## src/rtl/pcc_pkg.sv

```systemverilog
// Shared types, constants, microcode table and saturation helper for the clamped PID core.
`default_nettype none

package pcc_pkg;

    localparam int DATA_W = 32;
    localparam int STEP_W = 24;
    localparam int FRAC_W = 16;
    localparam int DVD_W  = DATA_W + 1 + FRAC_W;   // |error delta| scaled by 2^16
    localparam int CNT_W  = 6;
    localparam int SUM_W  = 52;
    localparam int PROD_W = 64;
    localparam int PC_W   = 4;
    localparam int ADDR_W = 3;

    localparam logic signed [SUM_W-1:0] S32_MAX_W = 52'sd2147483647;
    localparam logic signed [SUM_W-1:0] S32_MIN_W = -52'sd2147483648;

    localparam logic signed [DATA_W-1:0] UPPER_RST = 32'sd65536;
    localparam logic signed [DATA_W-1:0] LOWER_RST = -32'sd65536;

    typedef enum logic [ADDR_W-1:0] {
        REG_GAIN_PROP  = 3'd0,
        REG_GAIN_INTEG = 3'd1,
        REG_GAIN_DERIV = 3'd2,
        REG_OUT_UPPER  = 3'd3,
        REG_OUT_LOWER  = 3'd4
    } t_reg_idx;

    typedef enum logic [2:0] {
        OP_NONE,
        OP_LOAD,
        OP_INTEG,
        OP_CLAMP,
        OP_SUM_LD,
        OP_SUM_ADD,
        OP_DERIV,
        OP_OUT
    } t_op;

    typedef enum logic [2:0] {
        MUL_NONE,
        MUL_ERR_STEP,
        MUL_KP,
        MUL_KI,
        MUL_KD
    } t_mul_sel;

    typedef enum logic [2:0] {
        JC_NEXT,
        JC_IN_WAIT,
        JC_DIV_WAIT,
        JC_OUT_WAIT,
        JC_ALWAYS
    } t_jcond;

    typedef struct packed {
        t_op             op;
        t_mul_sel        mul;
        logic            div_start;
        t_jcond          jc;
        logic [PC_W-1:0] target;
    } t_cword;

    // control word handed to the datapath, qualified by exec
    typedef struct packed {
        t_op      op;
        t_mul_sel mul;
        logic     div_start;
        logic     exec;
    } t_ctrl;

    typedef struct packed {
        logic in_valid;
        logic div_busy;
        logic out_blocked;
    } t_stat;

    localparam logic [PC_W-1:0] ST_IDLE    = 4'd0;
    localparam logic [PC_W-1:0] ST_MUL_ES  = 4'd1;
    localparam logic [PC_W-1:0] ST_INTEG   = 4'd2;
    localparam logic [PC_W-1:0] ST_CLAMP   = 4'd3;
    localparam logic [PC_W-1:0] ST_SUM_P   = 4'd4;
    localparam logic [PC_W-1:0] ST_SUM_I   = 4'd5;
    localparam logic [PC_W-1:0] ST_DWAIT   = 4'd6;
    localparam logic [PC_W-1:0] ST_DERIV   = 4'd7;
    localparam logic [PC_W-1:0] ST_MUL_KD  = 4'd8;
    localparam logic [PC_W-1:0] ST_SUM_D   = 4'd9;
    localparam logic [PC_W-1:0] ST_OUT     = 4'd10;
    localparam logic [PC_W-1:0] ST_RET     = 4'd11;

    function automatic t_cword ucode(input logic [PC_W-1:0] pc);
        t_cword w;
        w = '{op: OP_NONE, mul: MUL_NONE, div_start: 1'b0, jc: JC_NEXT, target: ST_IDLE};
        case (pc)
            ST_IDLE:   begin w.op = OP_LOAD; w.jc = JC_IN_WAIT; w.target = ST_IDLE; end
            ST_MUL_ES: begin w.mul = MUL_ERR_STEP; w.div_start = 1'b1; end
            ST_INTEG:  w.op = OP_INTEG;
            ST_CLAMP:  begin w.op = OP_CLAMP; w.mul = MUL_KP; end
            ST_SUM_P:  begin w.op = OP_SUM_LD; w.mul = MUL_KI; end
            ST_SUM_I:  w.op = OP_SUM_ADD;
            ST_DWAIT:  begin w.jc = JC_DIV_WAIT; w.target = ST_DWAIT; end
            ST_DERIV:  w.op = OP_DERIV;
            ST_MUL_KD: w.mul = MUL_KD;
            ST_SUM_D:  w.op = OP_SUM_ADD;
            ST_OUT:    begin w.op = OP_OUT; w.jc = JC_OUT_WAIT; w.target = ST_OUT; end
            ST_RET:    begin w.jc = JC_ALWAYS; w.target = ST_IDLE; end
            default:   begin w.jc = JC_ALWAYS; w.target = ST_IDLE; end
        endcase
        return w;
    endfunction

    function automatic logic signed [DATA_W-1:0] sat32(input logic signed [SUM_W-1:0] v);
        logic signed [DATA_W-1:0] r;
        if (v > S32_MAX_W)
            r = S32_MAX_W[DATA_W-1:0];
        else if (v < S32_MIN_W)
            r = S32_MIN_W[DATA_W-1:0];
        else
            r = v[DATA_W-1:0];
        return r;
    endfunction

endpackage

`default_nettype wire

```

## src/rtl/pid_controller_clamped_core.sv

```systemverilog
// Top level of the clamped PID core: sequencer plus datapath.
//
//  channel | signals                              | beat
//  --------+--------------------------------------+------------------------------
//  in      | i_in_valid/o_in_ready, i_error_in,   | error and step, one per run
//          | i_step_time                          |
//  out     | o_out_valid/i_out_ready, o_drive_out | clipped drive value
//  cfg     | i_cfg_wen, i_cfg_addr, i_cfg_wdata   | single-cycle register write
//
// When the step is non-zero, a beat waits for the serial divider for the
// derivative on its way to the result register; with a zero step the divider
// is not started. The next beat is taken only after the result is written and
// the sequencer is idle again. The shared multiplier serves four products per beat.
// Reset is synchronous, active low; the sequencer returns to its idle step.
// The output register holds one result; a new input beat is taken while it waits.
// For output, the sequencer stalls only to write the next result into a full register.
`default_nettype none

module pid_controller_clamped_core (
    input  wire logic                               i_clk,
    input  wire logic                               i_rst_n,
    input  wire logic                               i_cfg_wen,
    input  wire logic [pcc_pkg::ADDR_W-1:0]         i_cfg_addr,
    input  wire logic [pcc_pkg::DATA_W-1:0]         i_cfg_wdata,
    input  wire logic                               i_in_valid,
    output logic                                    o_in_ready,
    input  wire logic signed [pcc_pkg::DATA_W-1:0]  i_error_in,
    input  wire logic [pcc_pkg::STEP_W-1:0]         i_step_time,
    output logic                                    o_out_valid,
    input  wire logic                               i_out_ready,
    output logic signed [pcc_pkg::DATA_W-1:0]       o_drive_out
);
    import pcc_pkg::*;

    t_ctrl w_ctrl;
    t_stat w_stat;

    pcc_useq u_useq (
        .i_clk   (i_clk),
        .i_rst_n (i_rst_n),
        .i_stat  (w_stat),
        .o_ctrl  (w_ctrl)
    );

    pcc_dpath u_dpath (
        .i_clk       (i_clk),
        .i_rst_n     (i_rst_n),
        .i_ctrl      (w_ctrl),
        .o_stat      (w_stat),
        .i_cfg_wen   (i_cfg_wen),
        .i_cfg_addr  (i_cfg_addr),
        .i_cfg_wdata (i_cfg_wdata),
        .i_in_valid  (i_in_valid),
        .o_in_ready  (o_in_ready),
        .i_error_in  (i_error_in),
        .i_step_time (i_step_time),
        .o_out_valid (o_out_valid),
        .i_out_ready (i_out_ready),
        .o_drive_out (o_drive_out)
    );

endmodule

`default_nettype wire

```

## src/rtl/pcc_div.sv

```systemverilog
// Restoring serial divider, one quotient bit per cycle, unsigned operands.
`default_nettype none

module pcc_div (
    input  wire logic                        i_clk,
    input  wire logic                        i_rst_n,
    input  wire logic                        i_start,
    input  wire logic [pcc_pkg::DVD_W-1:0]   i_dividend,
    input  wire logic [pcc_pkg::STEP_W-1:0]  i_divisor,
    output logic                             o_busy,
    output logic [pcc_pkg::DVD_W-1:0]        o_quot
);
    import pcc_pkg::*;

    logic [CNT_W-1:0]  r_cnt;
    logic [STEP_W-1:0] r_rem;
    logic [STEP_W-1:0] r_dsr;
    logic [DVD_W-1:0]  r_quo;

    logic [STEP_W:0] w_rem_sh;
    logic [STEP_W:0] w_diff;
    logic            w_ge;

    always_comb begin
        w_rem_sh = {r_rem, r_quo[DVD_W-1]};
        w_ge     = (w_rem_sh >= {1'b0, r_dsr});
        w_diff   = w_rem_sh - {1'b0, r_dsr};
    end

    always_ff @(posedge i_clk) begin
        if (!i_rst_n) begin
            r_cnt <= '0;
        end else if (i_start) begin
            r_cnt <= CNT_W'(DVD_W);
        end else if (r_cnt != '0) begin
            r_cnt <= r_cnt - 1'b1;
        end
    end

    always_ff @(posedge i_clk) begin
        if (i_start) begin
            r_quo <= i_dividend;
            r_rem <= '0;
            r_dsr <= i_divisor;
        end else if (r_cnt != '0) begin
            // remainder stays below the divisor, so it fits the divisor width
            r_rem <= w_ge ? w_diff[STEP_W-1:0] : w_rem_sh[STEP_W-1:0];
            r_quo <= {r_quo[DVD_W-2:0], w_ge};
        end
    end

    assign o_busy = (r_cnt != '0);
    assign o_quot = r_quo;

endmodule

`default_nettype wire

```

## src/rtl/pcc_useq.sv

```systemverilog
// Microcode sequencer: step counter, control ROM lookup and conditional jumps.
`default_nettype none

module pcc_useq (
    input  wire logic            i_clk,
    input  wire logic            i_rst_n,
    input  wire pcc_pkg::t_stat  i_stat,
    output pcc_pkg::t_ctrl       o_ctrl
);
    import pcc_pkg::*;

    logic [PC_W-1:0] r_pc;
    logic [PC_W-1:0] n_pc;
    t_cword          w_cw;
    logic            w_stall;
    logic            w_jump;

    always_comb begin
        w_cw    = ucode(r_pc);
        w_stall = 1'b0;
        case (w_cw.jc)
            JC_IN_WAIT:  w_stall = !i_stat.in_valid;
            JC_DIV_WAIT: w_stall = i_stat.div_busy;
            JC_OUT_WAIT: w_stall = i_stat.out_blocked;
            default:     w_stall = 1'b0;
        endcase
        w_jump = w_stall || (w_cw.jc == JC_ALWAYS);
        n_pc   = w_jump ? w_cw.target : r_pc + 1'b1;

        o_ctrl.op        = w_cw.op;
        o_ctrl.mul       = w_cw.mul;
        o_ctrl.div_start = w_cw.div_start;
        o_ctrl.exec      = !w_stall;
    end

    always_ff @(posedge i_clk) begin
        if (!i_rst_n) begin
            r_pc <= ST_IDLE;
        end else begin
            r_pc <= n_pc;
        end
    end

endmodule

`default_nettype wire

```

## src/rtl/pcc_dpath.sv

```systemverilog
// Datapath: config registers, loop state, shared multiplier, accumulator and output register.
`default_nettype none

module pcc_dpath (
    input  wire logic                               i_clk,
    input  wire logic                               i_rst_n,
    input  wire pcc_pkg::t_ctrl                     i_ctrl,
    output pcc_pkg::t_stat                          o_stat,
    input  wire logic                               i_cfg_wen,
    input  wire logic [pcc_pkg::ADDR_W-1:0]         i_cfg_addr,
    input  wire logic [pcc_pkg::DATA_W-1:0]         i_cfg_wdata,
    input  wire logic                               i_in_valid,
    output logic                                    o_in_ready,
    input  wire logic signed [pcc_pkg::DATA_W-1:0]  i_error_in,
    input  wire logic [pcc_pkg::STEP_W-1:0]         i_step_time,
    output logic                                    o_out_valid,
    input  wire logic                               i_out_ready,
    output logic signed [pcc_pkg::DATA_W-1:0]       o_drive_out
);
    import pcc_pkg::*;

    logic signed [DATA_W-1:0] r_kp, r_ki, r_kd, r_upper, r_lower;
    logic signed [DATA_W-1:0] r_last, r_integ, r_deriv;
    logic signed [DATA_W-1:0] r_err, r_iacc, r_out;
    logic [STEP_W-1:0]        r_step;
    logic signed [PROD_W-1:0] r_prod;
    logic signed [SUM_W-1:0]  r_sum;
    logic                     r_dneg;
    logic                     r_out_valid;

    logic signed [DATA_W:0]     w_mul_a, w_mul_b;
    logic signed [2*DATA_W+1:0] w_mul_full;
    logic signed [SUM_W-1:0]    w_prod_sh;
    logic signed [SUM_W-1:0]    w_integ_sum;
    logic signed [DATA_W:0]     w_err33, w_hi_diff, w_lo_diff, w_ediff;
    logic [DATA_W:0]            w_emag;
    logic signed [DATA_W-1:0]   w_hi, w_lo, w_iclamp;
    logic signed [SUM_W-1:0]    w_qs, w_up_w, w_lo_w, w_clip1, w_clip2;
    logic [DVD_W-1:0]           w_quot;
    logic                       w_div_busy;
    logic                       w_div_start;
    logic                       w_run;

    assign w_run = i_ctrl.exec;

    pcc_div u_div (
        .i_clk      (i_clk),
        .i_rst_n    (i_rst_n),
        .i_start    (w_div_start),
        .i_dividend ({w_emag, {FRAC_W{1'b0}}}),
        .i_divisor  (r_step),
        .o_busy     (w_div_busy),
        .o_quot     (w_quot)
    );

    always_comb begin
        case (i_ctrl.mul)
            MUL_ERR_STEP: begin
                w_mul_a = {r_err[DATA_W-1], r_err};
                w_mul_b = $signed({{(DATA_W+1-STEP_W){1'b0}}, r_step});
            end
            MUL_KP: begin
                w_mul_a = {r_kp[DATA_W-1], r_kp};
                w_mul_b = {r_err[DATA_W-1], r_err};
            end
            MUL_KI: begin
                w_mul_a = {r_ki[DATA_W-1], r_ki};
                w_mul_b = {r_integ[DATA_W-1], r_integ};
            end
            MUL_KD: begin
                w_mul_a = {r_kd[DATA_W-1], r_kd};
                w_mul_b = {r_deriv[DATA_W-1], r_deriv};
            end
            default: begin
                w_mul_a = '0;
                w_mul_b = '0;
            end
        endcase
        w_mul_full = w_mul_a * w_mul_b;

        // floor shift of the product back to Q16.16
        w_prod_sh   = {{(SUM_W-PROD_W+FRAC_W){r_prod[PROD_W-1]}}, r_prod[PROD_W-1:FRAC_W]};
        w_integ_sum = {{(SUM_W-DATA_W){r_integ[DATA_W-1]}}, r_integ} + w_prod_sh;

        // anti-windup window
        w_err33   = {r_err[DATA_W-1], r_err};
        w_hi_diff = {r_upper[DATA_W-1], r_upper} - w_err33;
        w_lo_diff = {r_lower[DATA_W-1], r_lower} - w_err33;
        w_hi = (r_upper > r_err)
             ? sat32({{(SUM_W-DATA_W-1){w_hi_diff[DATA_W]}}, w_hi_diff}) : '0;
        w_lo = (r_lower < r_err)
             ? sat32({{(SUM_W-DATA_W-1){w_lo_diff[DATA_W]}}, w_lo_diff}) : '0;
        if (r_iacc > w_hi)
            w_iclamp = w_hi;
        else if (r_iacc < w_lo)
            w_iclamp = w_lo;
        else
            w_iclamp = r_iacc;

        // derivative operands; the widest error change still fits unsigned 33 bits
        w_ediff = w_err33 - {r_last[DATA_W-1], r_last};
        w_emag  = w_ediff[DATA_W] ? (DATA_W+1)'(0) - w_ediff : w_ediff;
        w_div_start = w_run && i_ctrl.div_start && (r_step != '0);
        w_qs = r_dneg ? -$signed({{(SUM_W-DVD_W){1'b0}}, w_quot})
                      : $signed({{(SUM_W-DVD_W){1'b0}}, w_quot});

        // output clip: upper first, then lower wins if the limits cross
        w_up_w  = {{(SUM_W-DATA_W){r_upper[DATA_W-1]}}, r_upper};
        w_lo_w  = {{(SUM_W-DATA_W){r_lower[DATA_W-1]}}, r_lower};
        w_clip1 = (r_sum > w_up_w) ? w_up_w : r_sum;
        w_clip2 = (w_clip1 < w_lo_w) ? w_lo_w : w_clip1;
    end

    // configuration and loop state
    always_ff @(posedge i_clk) begin
        if (!i_rst_n) begin
            r_kp    <= '0;
            r_ki    <= '0;
            r_kd    <= '0;
            r_upper <= UPPER_RST;
            r_lower <= LOWER_RST;
            r_last  <= '0;
            r_integ <= '0;
            r_deriv <= '0;
        end else begin
            if (i_cfg_wen) begin
                case (i_cfg_addr)
                    REG_GAIN_PROP:  r_kp    <= i_cfg_wdata;
                    REG_GAIN_INTEG: r_ki    <= i_cfg_wdata;
                    REG_GAIN_DERIV: r_kd    <= i_cfg_wdata;
                    REG_OUT_UPPER:  r_upper <= i_cfg_wdata;
                    REG_OUT_LOWER:  r_lower <= i_cfg_wdata;
                    default:        ;
                endcase
            end
            if (w_run && i_ctrl.op == OP_CLAMP)
                r_integ <= w_iclamp;
            if (w_run && i_ctrl.op == OP_DERIV) begin
                if (r_step != '0)
                    r_deriv <= sat32(w_qs);
                r_last <= r_err;
            end
        end
    end

    // working registers
    always_ff @(posedge i_clk) begin
        if (w_run) begin
            case (i_ctrl.op)
                OP_LOAD: begin
                    r_err  <= i_error_in;
                    r_step <= i_step_time;
                end
                OP_INTEG:   r_iacc <= sat32(w_integ_sum);
                OP_SUM_LD:  r_sum  <= w_prod_sh;
                OP_SUM_ADD: r_sum  <= r_sum + w_prod_sh;
                OP_OUT:     r_out  <= w_clip2[DATA_W-1:0];
                default:    ;
            endcase
            if (i_ctrl.mul != MUL_NONE)
                r_prod <= w_mul_full[PROD_W-1:0];
        end
        if (w_div_start)
            r_dneg <= w_ediff[DATA_W];
    end

    always_ff @(posedge i_clk) begin
        if (!i_rst_n) begin
            r_out_valid <= 1'b0;
        end else if (w_run && i_ctrl.op == OP_OUT) begin
            r_out_valid <= 1'b1;
        end else if (i_out_ready) begin
            r_out_valid <= 1'b0;
        end
    end

    assign o_in_ready         = (i_ctrl.op == OP_LOAD);
    assign o_out_valid        = r_out_valid;
    assign o_drive_out        = r_out;
    assign o_stat.in_valid    = i_in_valid;
    assign o_stat.div_busy    = w_div_busy;
    assign o_stat.out_blocked = r_out_valid && !i_out_ready;

endmodule

`default_nettype wire

```

## config.mk

```make
export PLATFORM = sky130hd
export DESIGN_NAME = pid_controller_clamped_core
export DESIGN_NICKNAME = d
export VERILOG_FILES = /design/src/rtl/pcc_pkg.sv /design/src/rtl/pid_controller_clamped_core.sv /design/src/rtl/pcc_div.sv /design/src/rtl/pcc_useq.sv /design/src/rtl/pcc_dpath.sv
export SDC_FILE = /design/constraint.sdc
export NUM_CORES = 2
export LEC_CHECK = 0
export ABC_AREA = 1
export BUFFER_PORTS_ARGS = -buffer_cell sky130_fd_sc_hd__buf_2
export CAP_MARGIN = 25
export CELL_PAD_IN_SITES_DETAIL_PLACEMENT = 0
export CELL_PAD_IN_SITES_GLOBAL_PLACEMENT = 1
export CORE_ASPECT_RATIO = 0.6
export CORE_MARGIN = 3
export CORE_UTILIZATION = 35
export DETAILED_ROUTE_END_ITERATION = 7
export PLACE_DENSITY_LB_ADDON = 0.2
export SETUP_SLACK_MARGIN = 0.1
export SLEW_MARGIN = 20
export SYNTH_ARGS = -nofsm -noshare
export SYNTH_HDL_FRONTEND = slang
export SYNTH_SLANG_ARGS = --single-unit
```

## constraint.sdc

```tcl
create_clock -name i_clk -period 16.2 [get_ports i_clk]
set_input_delay 1.62 -clock i_clk [delete_from_list [all_inputs] [get_ports i_clk]]
set_output_delay 1.62 -clock i_clk [all_outputs]
set_load 0.02 [all_outputs]
```

Word-level counts from Yosys, hierarchy flattened
Cells that the tools add are included.

word-level totals
  flip-flop bits (word level) = 601
  logic and storage cells = 143

cells by class
  add/subtract/negate cells = 10
  bitwise logic cells = 2
  reductions and logical operators = 32
  multiply operators = 1
  magnitude comparators = 15
  eq/ne operators = 29
  multiplexer cells = 31

operators by type and width
  kind                                                              number
  2-to-1 mux 32 bit                                                 12
  one-hot mux 33 bit (4 select lines)                               2
  greater-than comparator 52 x 32 -> 1 bit (second input constant)  2
  less-than comparator 52 x 32 -> 1 bit (second input constant)     2
  2-to-1 mux 52 bit                                                 2
  one-hot mux 52 bit (2 select lines)                               1
  subtractor 32 x 32 -> 33 bit                                      3
  2-to-1 mux 49 bit                                                 2
  greater-than comparator 33 x 32 -> 1 bit (second input constant)  2
  less-than comparator 33 x 32 -> 1 bit (second input constant)     2
  greater-than comparator 32 bit                                    2
  less-than comparator 32 bit                                       2
  multiplier 33 x 33 -> 64 bit                                      1
  adder 52 x 48 -> 52 bit                                           1
  greater-than comparator 52 x 32 -> 1 bit                          1
  less-than comparator 52 x 32 -> 1 bit                             1
  negation 49 -> 52 bit                                             1
  adder 32 x 48 -> 49 bit                                           1
  2-to-1 mux 33 bit                                                 1
  subtractor 1 x 33 -> 33 bit (first input constant)                1
  one-hot mux 7 bit (4 select lines)                                1
  greater-or-equal comparator 25 x 24 -> 1 bit                      1
  == test 3 x 2 -> 1 bit (second input constant)                    8
  2-to-1 mux 24 bit                                                 1
  other kinds (28)                                                  67

Logic depth before layout (Yosys ltp)
  word-level depth = 9
  gate-level depth with buffers = 43
  mapped depth without buffers = 42

By module
A second synthesis with hierarchy kept.

unflattened totals
  cell total of the unflattened synthesis = 10,433
  area total of the unflattened synthesis = 80,777.5 µm²

by module, submodules not included
  module     cells an instance  instances  sequential area each (µm²)  area each (µm²)
  pcc_dpath  9,509              1          11,781.3                    73,943.4
  pcc_div    861                1          2,792.7                     6,307.3
  pcc_useq   63                 1          80.1                        526.8

Worst setup path after synthesis
Ideal clock, no wire load.

  kind = register to register
  start = register u_useq.r_pc[0]
  end = register u_dpath.r_prod[63], data pin
  buffers on the path = 3
  period minus slack after synthesis = 8.933 ns
  stages on the path, launching flop included = 35
  arrival time = 8.681 ns
  path slack = 7.267 ns
  setup time = 0.252 ns
  data required time = 15.948 ns
  cells stage by stage = dfxtp_1 > ha_1 > nand2_1 > nand2_2 > inv_2 > nand2_2 > clkbuf_1 > clkbuf_1 > o22ai_1 > nor2_1 > inv_1 > clkbuf_1 > nand2_1 > fa_1 > fa_1 > inv_1 > fa_1 > fa_1 > fa_1 > fa_1 > fa_1 > inv_1 > fa_1 > inv_1 > ha_1 > a21oi_1 > o21ai_0 > a21oi_1 > nor2_1 > nor3_1 > nand2_1 > nand2_1 > nand2_1 > nand2_1 > nand2_1

between the ends
  cells in the longest elaborated chain, start to end = 5
  elaborated cells between the ends (all ways) = 12
  classes of those cells = 1 x mul; 8 x eq/ne; 3 x mux

ends and longest elaborated chain
  item                                         RTL line          text
  start: declaration                           pcc_useq.sv:12    logic [PC_W-1:0] r_pc;
  start signal: assignment                     pcc_useq.sv:40    r_pc <= n_pc;
  == test 4 bit, or another cell as far along  pcc_pkg.sv:95     case (pc)
  one-hot mux 3 bit (4 select lines) *         pcc_pkg.sv:95
  == test 3 bit, or another cell as far along  pcc_dpath.sv:57   case (i_ctrl.mul)
  one-hot mux 33 bit (4 select lines)          pcc_dpath.sv:57
  multiplier 33 x 33 -> 64 bit *               pcc_dpath.sv:79   w_mul_full = w_mul_a * w_mul_b;
  via u_dpath.w_mul_full[63]                   pcc_dpath.sv:32   logic signed [2*DATA_W+1:0] w_mul_full;
  end signal: assignment                       pcc_dpath.sv:161  r_prod <= w_mul_full[PROD_W-1:0];
  end: declaration                             pcc_dpath.sv:26   logic signed [PROD_W-1:0] r_prod;

Mark *: on every way through the listed nets, which the timed path passes. The rest lies on a longest branch.
A chain may end at the register's enable or synchronous reset.

Worst setup path in the final report
  start = register u_useq.r_pc[0]
  end = register u_dpath.r_prod[61], data pin

The elaborated chain is that of the path after synthesis.

==> impl_metrics.json <==
{
  "status": "complete, no violations",
  "crit_slowest_cell": "a221oi_4",
  "area_growth_pct": 8.38,
  "critPathRequiredTime_ns": 16.66,
  "synthCells": 10049,
  "hold_violations": 0,
  "seq_power_share": 0.155,
  "ff_latch_area_sq_um": 14500,
  "ys_seq_elements": 585,
  "antenna_found_initial": 25,
  "skew_ns": 0.0539,
  "layout-drive-gt1-share": 0.0551,
  "nNetsFinal": 11856,
  "drt_wl_total_mm": 332,
  "place_hpwl_mm": 276,
  "synth-edff-count": 278,
  "cts_made_buffers": 58,
  "netlist_top_cells_count": "1942 x inv_1, 1927 x nand2_1, 1110 x fa_1",
  "maxCapViolCount": 0,
  "start_kind": "register",
  "die_y_um": 374,
  "final.setup.tns_ns": 0,
  "synth_top_area_cell": "fa_1",
  "ir_drop_mv": 0.131,
  "worstSetupPathType": "register to register",
  "top_layer": "met5",
  "synthFlopType": "dfxtp_1",
  "setup.worst_path.end_class": "register",
  "cts.repair.resized": 0,
  "wire_per_inst_um": 25.3,
  "initial_core_util": 0.354,
  "rsz0062_at_grt": "no",
  "viasPerCell": 5.36,
  "clk_path_buf_depth": 3,
  "hold_path_depth": 2,
  "period_share": 0.706,
  "cts_setup_buffers": 0,
  "place_congestion": 0.977,
  "clockRootBuffer": "clkbuf_16",
  "design_area_sq_um": 85800,
  "num_io_pins": 130,
  "min-delay-start": "u_dpath.r_kp[0]",
  "syn_area_per_cell_sq_um": 7.88,
  "slowest_delay_ns": 1.18,
  "grt_pass1_wl_mm": 477,
  "htreeDepth": 2,
  "multi_input_area_sq_um": 55900,
  "rr_worst_depth": 30,
  "power.density_nw_per_um2": 208,
  "rrSetupSlack_ns": 4.76,
  "clkPwrFrac": 0.088,
  "drt_iter0_markers": 8170,
  "p_sw_w": 0.0106,
  "worstReg2RegEnd": "u_dpath.r_prod[61]",
  "grt_pass1_vias": 66443,
  "setup_violations": 0,
  "drt_pass1_iterations": 6,
  "internal_power_w": 0.00723,
  "yosysWarnings": 0,
  "overflow": 0,
  "synth_top_area_frac": 0.281,
  "path_delay_family": "adder cells",
  "syn-num-nets": 11856,
  "swShare": 0.595,
  "synth_cell_type_count": 71,
  "async_flop_share": 0,
  "fillers": 23464,
  "p_leak_nw": 41.5,
  "clock_sinks": 585,
  "syn_area_sq_um": 79200,
  "power_w": 0.0178,
  "yosysMostFrequentCell": "inv_1",
  "wl_met1_mm": 168,
  "fp.coreArea_sq_um": 224000,
  "grt_start_max_net_pins": 85,
  "io_buffers": 129,
  "dpl_cell_area_sq_um": 83500,
  "worst_pin_slew_ns": 1.22,
  "wl_met3_mm": 38.4,
  "seq_area_frac_synth": 0.183,
  "drc_errors": 0,
  "hold_buffers": 0,
  "grt_usage": 0.282,
  "cp_data_arrival_time_ns": 11.90,
  "cp_common_cell": "fa_1",
  "fp.dieArea_sq_um": 232000,
  "path_clk_slew_ns": 0.07,
  "route.met2.wl_mm": 120,
  "hold_class": "register to register",
  "die_w_um": 620,
  "cts_tree": "yes",
  "vias": 70240,
  "whs_ns": 0.454,
  "clk_latency_ns": 0.73,
  "ant_nets": 0,
  "drv_slew": 0,
  "reg2reg_from": "u_useq.r_pc[0]",
  "yosys-top-cells-area": "fa_1 28%, edfxtp_1 11%, ha_1 9.5%",
  "crit_buf_inv": 6,
  "fp-row-count": 134,
  "fmax_mhz": 87.4,
  "max_slew_margin": 0.185,
  "cp_max_fo": 34,
  "combPwrFrac": 0.757,
  "period_needed_ns": 11.44,
  "worstHoldEndpoint": "u_dpath.r_kp[0]"
}
==> power groups by stage <==
stage	Sequential, W	Combinational [W]	Clock (W)
after floorplan	0.00249	0.00878	0
after global placement	0.00276	0.0131	0
after detailed placement	0.00276	0.0132	0
after CTS	0.00274	0.0133	0.00159
after global routing	0.00277	0.0149	0.00165
final	0.00276	0.0135	0.00157
==> state kept, by name, indices dropped and copies added (netlist names), 24 cells and up <==
register / flops
u_dpath.r_iacc: 32
u_dpath.u_div.r_rem: 24
u_dpath.r_integ: 32
u_dpath.r_err: 32
u_dpath.r_ki: 32
u_dpath.r_kd: 32
u_dpath.r_step: 24
u_dpath.r_kp: 32
u_dpath.o_drive_out: 32
u_dpath.r_sum: 52
u_dpath.u_div.r_dsr: 24
u_dpath.r_last: 32
u_dpath.r_lower: 32
u_dpath.r_deriv: 32
u_dpath.r_upper: 32
u_dpath.r_prod: 48
u_dpath.u_div.o_quot: 49
==> metal layers <==
metal	vias to the layer above	global-route usage
met4	10	0.0424
met3	307	0.0810
li1	31622	-
met5	-	0.00372
met1	35143	0.466
met2	3158	0.352
==> worst max-delay path by stage <==
stage                                    end      startpoint  depth (start not counted)  slack (ns)
after floorplan           u_dpath.r_prod[63]  u_useq.r_pc[0]                         34        7.27
after global placement    u_dpath.r_prod[63]  u_useq.r_pc[0]                         33        5.01
after detailed placement  u_dpath.r_prod[63]  u_useq.r_pc[0]                         33        5.00
after CTS                 u_dpath.r_prod[63]  u_useq.r_pc[0]                         33        5.00
after global routing      u_dpath.r_prod[63]  u_useq.r_pc[0]                         33        4.35
final                     u_dpath.r_prod[61]  u_useq.r_pc[0]                         30        4.76
==> final cells by class <==
type | count | area share
clock buffer | 80 | 0.0194
inverter | 1988 | 0.0870
multi-input combinational | 7116 | 0.652
sequential | 585 | 0.169
tap | 2992 | 0.0436
antenna | 16 | 0.000467
clock inverter | 30 | 0.00500
timing repair buffer | 300 | 0.0239
==> layout by cell type, fill, tap and decap left out, types with 33 or more instances in the layout <==
cell | synthesis | layout
dfxtp_1 | 307 | 307
a21oi_1 | 740 | 735
o22ai_1 | 81 | 81
buf_2 | 27 | 130
xor2_1 | 202 | 202
fa_1 | 1110 | 1110
o21ai_0 | 500 | 500
a31oi_1 | 65 | 64
xnor2_1 | 107 | 107
buf_4 | 6 | 161
nor4_1 | 36 | 35
inv_1 | 1942 | 1938
edfxtp_1 | 278 | 278
nand2_1 | 1927 | 1923
o211ai_1 | 35 | 35
nor3_1 | 69 | 66
nand3_1 | 303 | 302
ha_1 | 601 | 601
nor2_1 | 925 | 906
clkbuf_16 | 0 | 60
nand4_1 | 61 | 61
or2_2 | 33 | 33
==> worst min-delay path, stage by stage, from the launching register on <==
cell     delay (ns)
dfxtp_1        0.30
inv_1          0.06
a21oi_1        0.05
==> cells by family after synthesis <==
| kind of cell | after synthesis | synth area share |
|---|---|---|
| DFF | 585 | 0.183 |
| AOI/OAI and AO/OA | 1683 | 0.120 |
| xor gates and xnor gates | 309 | 0.0342 |
| adders and majority gates | 1711 | 0.376 |
| muxes | 1 | 0.000126 |
| buffers and inverters | 2348 | 0.113 |
| and+or+nand+nor | 3412 | 0.174 |
==> through the flow <==
stage	utilization	cells	setup slack, ns
6_report	0.384	13107	4.76
3_3_place_gp	0.373	12971	5.01
4_1_cts	0.383	13083	5.00
5_1_grt	0.383	13097	4.35
2_1_floorplan	-	10049	7.27
3_5_place_dp	0.373	12973	5.00
(Power assumes the default switching activity.)
